$ cat config.mk
export PLATFORM = sky130hd
export DESIGN_NAME = scc_ctrl
export DESIGN_NICKNAME = d
export VERILOG_FILES = /design/src/rtl/core/scc_min_cost_cover_top_defines.svh /design/src/rtl/core/scc_pkg.sv /design/src/rtl/core/scc_ctrl.sv
export SDC_FILE = /design/constraint.sdc
export NUM_CORES = 1
export LEC_CHECK = 0
export BUFFER_PORTS_ARGS = -buffer_cell sky130_fd_sc_hd__buf_4
export CORE_MARGIN = 4
export CORE_UTILIZATION = 45
export DETAILED_ROUTE_END_ITERATION = 10
export HOLD_SLACK_MARGIN = 0.02
export PLACE_DENSITY_LB_ADDON = 0.08
export SKIP_CTS_REPAIR_TIMING = 1
export SYNTH_ARGS = -nofsm -noshare
export SYNTH_HDL_FRONTEND = slang
export SYNTH_SLANG_ARGS = --single-unit
$ cat constraint.sdc
create_clock -name clk -period 2.05 [get_ports clk]
set_input_delay 0.205 -clock clk [delete_from_list [all_inputs] [get_ports clk]]
set_output_delay 0.205 -clock clk [all_outputs]
set_load 0.02 [all_outputs]
$ cat src/rtl/core/scc_min_cost_cover_top_defines.svh
// Assertion macros for the SCC minimum-cost cover block.
`ifndef SCC_MIN_COST_COVER_TOP_DEFINES_SVH
`define SCC_MIN_COST_COVER_TOP_DEFINES_SVH
`ifndef SYNTHESIS
// Check a consequent in the same cycle as its antecedent.
`define SCC_ASSERT_SAME(label, ante, cons) \
    label: assert property (@(posedge clk) disable iff (!rst_n) (ante) |-> (cons)) \
        else $error("scc assertion failed");
// Check a consequent in the cycle after its antecedent.
`define SCC_ASSERT_NEXT(label, ante, cons) \
    label: assert property (@(posedge clk) disable iff (!rst_n) (ante) |=> (cons)) \
        else $error("scc assertion failed");
`else
`define SCC_ASSERT_SAME(label, ante, cons)
`define SCC_ASSERT_NEXT(label, ante, cons)
`endif
`endif

$ cat src/rtl/core/scc_pkg.sv
// Shared types and constants for the SCC minimum-cost cover block.
`default_nettype none
package scc_pkg;

    localparam logic [1:0] REQ_COST  = 2'd0;
    localparam logic [1:0] REQ_EDGE  = 2'd1;
    localparam logic [1:0] REQ_START = 2'd2;

    localparam logic [29:0] WAY_MOD = 30'd1000000007;

    typedef struct packed {
        logic [1:0]  req_type;
        logic [9:0]  node_index;
        logic [31:0] node_cost;
        logic [9:0]  edge_from;
        logic [9:0]  edge_to;
        logic [10:0] node_count;
    } req_t;

    typedef struct packed {
        logic [41:0] total_min_cost;
        logic [29:0] way_count;
        logic        edges_dropped;
    } res_t;

    typedef enum logic [4:0] {
        OP_NONE,
        OP_CLR,
        OP_LOAD,
        OP_ROOT_RD,
        OP_ROOT_MARK,
        OP_G_INC,
        OP_PUSH,
        OP_TOP_RD,
        OP_TOP_LD,
        OP_FINISH,
        OP_EDGE_RD,
        OP_CUR_INC,
        OP_FVIS_RD,
        OP_FVIS_TAKE,
        OP_S_INIT,
        OP_FIN_RD,
        OP_V_RD,
        OP_G_DEC,
        OP_V_CLAIM,
        OP_C_INIT,
        OP_POP_RD,
        OP_POP_LD,
        OP_BVIS_RD,
        OP_BVIS_TAKE,
        OP_TAKE,
        OP_ACC,
        OP_MOD,
        OP_OUT
    } dp_op_t;

    typedef struct packed {
        logic g_eq_n;
        logic g_zero;
        logic sp_zero;
        logic cur_end;
        logic visit_set;
        logic fwd_match;
        logic bwd_match;
        logic k_zero;
        logic out_free;
        logic clr_last;
    } dp_status_t;

    typedef enum logic [4:0] {
        ST_CLR,
        ST_IDLE,
        ST_F_ROOT,
        ST_F_ROOT_CHK,
        ST_F_PUSH,
        ST_F_TOP,
        ST_F_TOP_W,
        ST_F_SCAN,
        ST_F_EDGE,
        ST_F_VIS,
        ST_S_INIT,
        ST_S_NEXT,
        ST_S_V,
        ST_S_VCHK,
        ST_S_CINIT,
        ST_C_POP,
        ST_C_POPW,
        ST_C_SCAN,
        ST_C_EDGE,
        ST_C_VIS,
        ST_C_TAKE,
        ST_C_MOD,
        ST_R_OUT
    } ctrl_state_t;

endpackage
`default_nettype wire

$ cat src/rtl/core/scc_ctrl.sv
// Sequencer for the visit-memory clear after reset, loading, the two search passes and result hand-off.
`default_nettype none
module scc_ctrl (
    input  wire logic                clk,
    input  wire logic                rst_n,
    input  wire logic                req_valid,
    input  wire logic [1:0]          req_type,
    input  wire scc_pkg::dp_status_t status,
    output logic                     req_ready,
    output scc_pkg::dp_op_t          op
);
    scc_pkg::ctrl_state_t state_reg;
    scc_pkg::ctrl_state_t state_next;

    always_ff @(posedge clk or negedge rst_n)
    begin
        if (!rst_n)
        begin
            state_reg <= scc_pkg::ST_CLR;
        end
        else
        begin
            state_reg <= state_next;
        end
    end

    always_comb
    begin
        state_next = state_reg;
        op         = scc_pkg::OP_NONE;
        req_ready  = 1'b0;
        unique case (state_reg)
            scc_pkg::ST_CLR:
            begin
                op = scc_pkg::OP_CLR;
                if (status.clr_last)
                begin
                    state_next = scc_pkg::ST_IDLE;
                end
            end
            scc_pkg::ST_IDLE:
            begin
                req_ready = 1'b1;
                if (req_valid)
                begin
                    op = scc_pkg::OP_LOAD;
                    if (req_type == scc_pkg::REQ_START)
                    begin
                        state_next = scc_pkg::ST_F_ROOT;
                    end
                end
            end
            scc_pkg::ST_F_ROOT:
            begin
                if (status.g_eq_n)
                begin
                    state_next = scc_pkg::ST_S_INIT;
                end
                else
                begin
                    op         = scc_pkg::OP_ROOT_RD;
                    state_next = scc_pkg::ST_F_ROOT_CHK;
                end
            end
            scc_pkg::ST_F_ROOT_CHK:
            begin
                if (status.visit_set)
                begin
                    op         = scc_pkg::OP_G_INC;
                    state_next = scc_pkg::ST_F_ROOT;
                end
                else
                begin
                    op         = scc_pkg::OP_ROOT_MARK;
                    state_next = scc_pkg::ST_F_PUSH;
                end
            end
            scc_pkg::ST_F_PUSH:
            begin
                op         = scc_pkg::OP_PUSH;
                state_next = scc_pkg::ST_F_TOP;
            end
            scc_pkg::ST_F_TOP:
            begin
                if (status.sp_zero)
                begin
                    op         = scc_pkg::OP_G_INC;
                    state_next = scc_pkg::ST_F_ROOT;
                end
                else
                begin
                    op         = scc_pkg::OP_TOP_RD;
                    state_next = scc_pkg::ST_F_TOP_W;
                end
            end
            scc_pkg::ST_F_TOP_W:
            begin
                op         = scc_pkg::OP_TOP_LD;
                state_next = scc_pkg::ST_F_SCAN;
            end
            scc_pkg::ST_F_SCAN:
            begin
                if (status.cur_end)
                begin
                    op         = scc_pkg::OP_FINISH;
                    state_next = scc_pkg::ST_F_TOP;
                end
                else
                begin
                    op         = scc_pkg::OP_EDGE_RD;
                    state_next = scc_pkg::ST_F_EDGE;
                end
            end
            scc_pkg::ST_F_EDGE:
            begin
                if (status.fwd_match)
                begin
                    op         = scc_pkg::OP_FVIS_RD;
                    state_next = scc_pkg::ST_F_VIS;
                end
                else
                begin
                    op         = scc_pkg::OP_CUR_INC;
                    state_next = scc_pkg::ST_F_SCAN;
                end
            end
            scc_pkg::ST_F_VIS:
            begin
                if (status.visit_set)
                begin
                    op         = scc_pkg::OP_CUR_INC;
                    state_next = scc_pkg::ST_F_SCAN;
                end
                else
                begin
                    op         = scc_pkg::OP_FVIS_TAKE;
                    state_next = scc_pkg::ST_F_PUSH;
                end
            end
            scc_pkg::ST_S_INIT:
            begin
                op         = scc_pkg::OP_S_INIT;
                state_next = scc_pkg::ST_S_NEXT;
            end
            scc_pkg::ST_S_NEXT:
            begin
                if (status.g_zero)
                begin
                    state_next = scc_pkg::ST_R_OUT;
                end
                else
                begin
                    op         = scc_pkg::OP_FIN_RD;
                    state_next = scc_pkg::ST_S_V;
                end
            end
            scc_pkg::ST_S_V:
            begin
                op         = scc_pkg::OP_V_RD;
                state_next = scc_pkg::ST_S_VCHK;
            end
            scc_pkg::ST_S_VCHK:
            begin
                if (status.visit_set)
                begin
                    op         = scc_pkg::OP_V_CLAIM;
                    state_next = scc_pkg::ST_S_CINIT;
                end
                else
                begin
                    op         = scc_pkg::OP_G_DEC;
                    state_next = scc_pkg::ST_S_NEXT;
                end
            end
            scc_pkg::ST_S_CINIT:
            begin
                op         = scc_pkg::OP_C_INIT;
                state_next = scc_pkg::ST_C_POP;
            end
            scc_pkg::ST_C_POP:
            begin
                if (status.sp_zero)
                begin
                    op         = scc_pkg::OP_ACC;
                    state_next = scc_pkg::ST_C_MOD;
                end
                else
                begin
                    op         = scc_pkg::OP_POP_RD;
                    state_next = scc_pkg::ST_C_POPW;
                end
            end
            scc_pkg::ST_C_POPW:
            begin
                op         = scc_pkg::OP_POP_LD;
                state_next = scc_pkg::ST_C_SCAN;
            end
            scc_pkg::ST_C_SCAN:
            begin
                if (status.cur_end)
                begin
                    state_next = scc_pkg::ST_C_POP;
                end
                else
                begin
                    op         = scc_pkg::OP_EDGE_RD;
                    state_next = scc_pkg::ST_C_EDGE;
                end
            end
            scc_pkg::ST_C_EDGE:
            begin
                if (status.bwd_match)
                begin
                    op         = scc_pkg::OP_BVIS_RD;
                    state_next = scc_pkg::ST_C_VIS;
                end
                else
                begin
                    op         = scc_pkg::OP_CUR_INC;
                    state_next = scc_pkg::ST_C_SCAN;
                end
            end
            scc_pkg::ST_C_VIS:
            begin
                if (status.visit_set)
                begin
                    op         = scc_pkg::OP_BVIS_TAKE;
                    state_next = scc_pkg::ST_C_TAKE;
                end
                else
                begin
                    op         = scc_pkg::OP_CUR_INC;
                    state_next = scc_pkg::ST_C_SCAN;
                end
            end
            scc_pkg::ST_C_TAKE:
            begin
                op         = scc_pkg::OP_TAKE;
                state_next = scc_pkg::ST_C_SCAN;
            end
            scc_pkg::ST_C_MOD:
            begin
                op = scc_pkg::OP_MOD;
                if (status.k_zero)
                begin
                    state_next = scc_pkg::ST_S_NEXT;
                end
            end
            scc_pkg::ST_R_OUT:
            begin
                if (status.out_free)
                begin
                    op         = scc_pkg::OP_OUT;
                    state_next = scc_pkg::ST_IDLE;
                end
            end
            default:
            begin
                state_next = scc_pkg::ST_IDLE;
            end
        endcase
    end
endmodule
`default_nettype wire

==> summary.txt, run 1 <==
Outcome
  • Status: finished with violations
  • Failing checks: negative setup slack

Layout
  • Layout cells sized above 1: between 30% and 40%
  • Commonest non-fill, non-tap cell in the layout: buf_4
  • Fin util: between 60% and 70%
  • Synth-to-Final Area Change: 38.7%
  • Reg area: ~130 um^2
  • Final-stage net count: slightly below 200
  • Max reg flops: 5
  • Post-route cell area: about 0.0015 mm^2
  • Antenna diode count: 0
  • Area of the multi-input gates: approximately 900 um^2
  • Most frequent cells in the layout: buf_4 (41), nor2_1 (9), nand2_1 (9), a21oi_1 (7)
  • Final-layout fill cell count: ~210

Detailed routing
  • Final ANT Viol Nets: 0
  • Routed WL: slightly above 4 mm
  • Iteration-0 DRC Markers: 80
  • Drt first pass iters: 4
  • Via density: 6.79
  • Routed length per instance: around 19 um
  • DR vias: around 1,400
  • Drt drc: 0

Clock tree
  • CTS H-tree lvls: 1
  • Clk Latency, worst-skew pair: roughly 260 ps
  • Clock transition at path regs: about 50 ps
  • Clock root buffer: clkbuf_4
  • Clk buf depth: 2
  • Total CTS buffers: 3
  • # clock sinks: 5
  • CTS tree: built

Synth
  • Asr flop ratio synth: 100%
  • Synth Area in Compound Gates: a little over a third
  • Synth warnings: 0
  • Synth Area in Simple Gates: between 30% and 40%
  • Mux cell area share after synthesis: less than 1%
  • Post-synthesis sequential area ratio: between 10% and 20%
  • Xor/xnor share of the synthesized area: under 10%
  • Syn Area/Cell: 7.14 um^2
  • Syn Inst Count: ~150
  • Mapped Nets: 163
  • Netlist cell types: 56
  • Number of synthesized flops with an enable pin: 0
  • #FFs+latches synth: 5
  • Adder-cell share of the synthesized area: 0%
  • Largest family of logic cells by synthesized area: simple AND/OR/NAND/NOR gates
  • Ys flop type: dfrtp_1
  • Synthesized area: 0.00106 mm^2

Die
  • IO Count: 21
  • Die area: roughly 0.0032 mm^2
  • Starting Density: 47.3%
  • Row count: 17
  • Core Area: 0.00223 mm^2
  • Die Wd: roughly 56 um
  • Die H: ~56 um

Min path
  • Min-Delay Path Class: primary input to asynchronous set/reset pin

Worst setup path
  • Setup crit end kind: output pin
  • Worst setup path class: flip-flop to output pin
  • Max FO, Critical Path: 7
  • Critical path arrival: 1880 ps
  • Worst setup SP type: flip-flop
  • Critical Path RT: between 1500 and 2000 ps

Global routing
  • Largest net degree at the start of global routing: 17
  • Gr usage total: between 20% and 30%
  • Initial antenna violation count: 0
  • GR Overflow Total: 0
  • Vias in the first global route: around 1,300
  • First-pass GRT wire length: around 6.3 mm

STA
  • Relative slew slack: between 60% and 70%
  • Maximum clock frequency: around 480 MHz
  • Slew Limit Fails: 0
  • Final WS setup: -34.5 ps
  • Clock skew: between 6 and 7 ps
  • Hold Fails Final Rpt: 0
  • Worst-Margin Slew: 566 ps
  • Setup Viol. Count Final: 3
  • Minimum clock period: between 2000 and 2500 ps
  • Fin crit share: 102%
  • RSZ-0062 raised after global routing: true

Pwr
  • VDD IR max: 0.000868 V
  • PD cells: ~1600 mW/mm^2
  • Power, Total: 2.31 mW
  • Static leakage: a little under 0.6 nW

Placement
  • GPL Wtd Cong: between 1 and 1.5
  • Final HPWL DP: 2.81 mm
  • Worst slack at placement: 139 ps
  • PortBufs: 20
  • Placed cell area: 0.00129 mm^2

Flow run
  • MaxCap Viol Count: 0
[critical path, cell delays in order, from the launching register on]
cell and delay [ps]:
dfrtp_2 440, nand2b_2 240, nor4_1 510, a311oi_2 120, o2111ai_1 140, buf_4 180
[power breakdown]
part / internal (mW) / total, mW / leakage [nW] / switching [mW]
combinational: 0.897 / 1.95 / 0.516 / 1.05
clock: 0.0740 / 0.122 / 0.0150 / 0.0480
sequential: 0.150 / 0.241 / 0.0573 / 0.0914
total: 1.12 / 2.31 / 0.588 / 1.19
[stage by stage]
step           instances  hold slack [ps]  TNS, ps
6_report             210              306    -55.0
5_1_grt              210              317     -223
4_1_cts              201             -255     -379
3_5_place_dp         197             13.4        0
3_3_place_gp         197             12.6        0
2_1_floorplan        148            -90.6        0
[cell type report]
cell class	count	area share (%)
Clock buffer	4	1.79
Inverter	4	1.02
Multi-Input combinational cell	124	61.2
Sequential cell	5	8.97
Tap cell	28	2.39
Timing Repair Buffer	45	24.6
[cell usage after synthesis (2+ instances only)]
library cell	count	area, um^2
o211ai_1	2	15.0
nor2_1	10	37.5
a21oi_1	7	35.0
o32a_1	4	40.0
nor3b_1	4	30.0
nor2b_1	8	50.1
o2bb2ai_1	2	17.5
o221ai_1	3	26.3
inv_1	3	11.3
dfrtp_1	5	125
o21bai_1	2	15.0
nand3_1	4	20.0
nand2b_1	6	37.5
buf_2	9	45.0
nand3b_1	4	30.0
nand2_1	10	37.5
a31oi_1	4	25.0
or3_1	3	18.8
xnor2_1	2	17.5
o21ai_0	5	25.0
and3_1	3	18.8
o2111ai_1	2	17.5
o22ai_1	2	12.5
a211oi_1	2	15.0
o311a_1	3	30.0
o32ai_1	2	17.5
buf_4	3	22.5
clkbuf_1	3	11.3
nor4_1	3	18.8
or2_1	2	12.5
[layer usage]
layer | vias to the layer above | wire length [um] | GRT usage, %
li1 | 644 | - | -
met1 | 658 | 1610 | 33.2
met2 | 102 | 1870 | 36.8
met3 | 21 | 424 | 5.75
met4 | 0 | 140 | 12.5
met5 | - | 0 | 0
[cells by family (layout without fill, tap and decap cells)]
family / after synthesis / in the layout
AND/OR/NAND/NOR: 69 / 69
buffers and inverters: 19 / 53
flip-flops: 5 / 5
multiplexers: 1 / 1
AO/OA/AOI/OAI: 51 / 51
XOR/XNOR: 3 / 3
[path summary, 6_finish.rpt]
check / startpoint / to / slack, ps / cells past startpoint
setup / recovery: state_reg[4] / op[0] / -30 / 5
hold / removal: rst_n / state_reg[4] / 310 / 2
setup reg to reg: state_reg[3] / state_reg[0] / 330 / 5
hold reg to reg: state_reg[3] / state_reg[2] / 750 / 2
max in group asynchronous: rst_n / state_reg[1] / 1610 / 2
min in group clk: status[1] / state_reg[1] / 310 / 4
Power figures use the tool's default switching activity.
==> run 2: changes to the inputs <==
--- a/config.mk
+++ b/config.mk
@@ -5,6 +5,7 @@
 export SDC_FILE = /design/constraint.sdc
 export NUM_CORES = 1
 export LEC_CHECK = 0
+export ABC_AREA = 1
 export BUFFER_PORTS_ARGS = -buffer_cell sky130_fd_sc_hd__buf_4
 export CORE_MARGIN = 4
 export CORE_UTILIZATION = 45
@@ -12,6 +13,7 @@
 export HOLD_SLACK_MARGIN = 0.02
 export PLACE_DENSITY_LB_ADDON = 0.08
 export SKIP_CTS_REPAIR_TIMING = 1
+export SLEW_MARGIN = 0
 export SYNTH_ARGS = -nofsm -noshare
 export SYNTH_HDL_FRONTEND = slang
 export SYNTH_SLANG_ARGS = --single-unit
==> summary.txt, run 2 <==
Pwr
  • Power, Total: between 2 and 2.5 mW
  • VDD IR max: ~0.0011 V
  • Static leakage: 0.672 nW
  • PD cells: roughly 1700 mW/mm^2

Layout
  • Finished Layout Cells: between 200 and 250
  • Final-stage net count: 220
  • Fin util: between 60% and 70%
  • Layout cells sized above 1: between 20% and 30%
  • Commonest non-fill, non-tap cell in the layout: nand2_1
  • Synth-to-Final Area Change: 27.7%
  • Antenna diode count: 0
  • Max reg flops: 5
  • Most frequent cells in the layout: nand2_1 (44), nor2_1 (25), buf_4 (25), nand3_1 (23), inv_1 (21)

Die
  • Row count: 16
  • Die Wd: around 54 um
  • IO Count: 21
  • Core Area: slightly below 0.002 mm^2
  • Die H: between 50 and 60 um
  • Die area: 0.00291 mm^2
  • Starting Density: a little under half

Synth
  • Synth warnings: 0
  • Synth top cells by count: nand2_1 (47), nor2_1 (27), nand3_1 (25), inv_1 (21), o21ai_0 (11)
  • Ys flop type: dfrtp_1
  • Number of synthesized flops with an enable pin: 0
  • Synthesized area: ~950 um^2
  • Mapped Nets: 193
  • Adder-cell share of the synthesized area: 0%
  • Syn Inst Count: about 180
  • Mux cell area share after synthesis: 0%
  • Asr flop ratio synth: 100%
  • Area leader, netlist: nand2_1
  • #FFs+latches synth: 5
  • Post-synth top area share: between 10% and 20%
  • Synth top area cells: nand2_1 (19%), dfrtp_1 (13%), nand3_1 (13%)
  • Xor/xnor share of the synthesized area: 0%
  • Netlist cell types: 25
  • Largest family of logic cells by synthesized area: simple AND/OR/NAND/NOR gates
  • Post-synthesis sequential area ratio: about an eighth
  • Synth Area in Simple Gates: between 60 and 70%
  • Synth Area in Compound Gates: around 11%
  • Syn Area/Cell: between 5 and 6 um^2
  • Most frequent cell after synthesis: nand2_1

Placement
  • Placed cell count: between 200 and 250
  • GPL Wtd Cong: 0.998
  • Final HPWL DP: 2.57 mm
  • PortBufs: 20

STA
  • Setup Viol. Count Final: 0
  • Fin crit share: roughly 96%
  • Clock skew: 2.87 ps
  • Minimum clock period: 1970 ps
  • Maximum clock frequency: 508 MHz
  • Relative slew slack: roughly 77%
  • Slew Limit Fails: 0
  • Hold Fails Final Rpt: 0
  • Worst-Margin Slew: approximately 340 ps

Clock tree
  • Total CTS buffers: 3
  • CTS tree: built
  • Clk Latency, worst-skew pair: ~240 ps
  • Clock root buffer: clkbuf_4
  • # clock sinks: 5
  • Clk buf depth: 2
  • Clock transition at path regs: 50 ps
  • CTS H-tree lvls: 1

Min path
  • HP Start: status[2]
  • Min-Delay Path Class: primary input to flip-flop

Outcome
  • Status: finished clean

Worst setup path
  • Max FO, Critical Path: 5
  • Worst setup SP type: flip-flop
  • Worst setup path class: flip-flop to output pin
  • Critical path arrival: between 1500 and 2000 ps
  • Critical Path RT: about 1900 ps
  • Worst R2R Start: state_reg[3]
  • Setup crit end kind: output pin
  • CP Launch Point: state_reg[2]

Global routing
  • First-pass GRT wire length: between 4 and 5 mm
  • Vias in the first global route: about 1,200
  • GR Overflow Total: 0
  • Gr usage total: ~23%
  • Initial antenna violation count: 0
  • Largest net degree at the start of global routing: 16

Detailed routing
  • DR vias: ~1,400
  • Via density: 5.88
  • Drt first pass iters: 5
  • Iteration-0 DRC Markers: 111
  • Drt drc: 0
  • Final ANT Viol Nets: 0
  • Routed WL: 3.36 mm
  • Routed length per instance: approximately 15 um

Flow run
  • MaxCap Viol Count: 0
-- run 2: critical path, stage by stage (launching register included) --
cell     delay, ps
dfrtp_2        460
inv_2          100
nand2_2        110
inv_1          150
nand2_1         80
nor2_1         160
a21oi_1         80
and3_1         160
nand3_1         80
buf_4          140
-- run 2: final cells by class --
class | count | area (um^2)
repair buffers | 26 | 198
multi-input cells | 145 | 732
flip-flops and latches | 5 | 131
fillers | 198 | 771
inverters | 24 | 90.1
well taps | 27 | 33.8
clock buffers | 4 | 26.3
-- run 2: path summary, 6_finish.rpt --
path                                end  slack, ps  depth (start not counted)
min in group asynchronous  state_reg[4]        300                          2
min reg2reg                state_reg[4]        600                          2
max in group asynchronous  state_reg[1]       1630                          2
max reg2reg                state_reg[2]        380                          9
max                               op[0]         80                          9
min                        state_reg[0]        260                          4
-- run 2: stage by stage --
| stage | hold slack [ps] | area (um^2) | setup TNS, ps | setup WS (ps) |
|---|---|---|---|---|
| 6_report | 259 | 1210 | 0 | 82.6 |
| 5_1_grt | 270 | 1210 | -24.3 | -13.0 |
| 4_1_cts | -248 | 1120 | 0 | 17.4 |
| 3_5_place_dp | 9.62 | 1090 | 0 | 282 |
| 3_3_place_gp | 6.00 | 1090 | 0 | 243 |
| 2_1_floorplan | -90.6 | 948 | 0 | 437 |
-- run 2: cells by family (layout without fill, tap and decap cells) --
logic type             after synthesis  in the layout
buffers and inverters               29             54
AND/OR/NAND/NOR                    125            126
AO/OA/AOI/OAI                       19             19
flip-flops                           5              5
-- run 2: per-layer routing --
| metal | vias to the layer above | routed length, um | GRT usage [%] |
|---|---|---|---|
| met5 | - | 0 | 0 |
| met4 | 0 | 90 | 9.79 |
| met3 | 14 | 411 | 4.99 |
| met2 | 110 | 1590 | 35.1 |
| met1 | 603 | 1270 | 30.3 |
| li1 | 632 | - | - |
-- run 2: power by group --
part | switching, mW | internal, mW | total [mW]
sequential | 0.115 | 0.161 | 0.276
clock | 0.0434 | 0.0738 | 0.117
combinational | 1.07 | 0.644 | 1.72
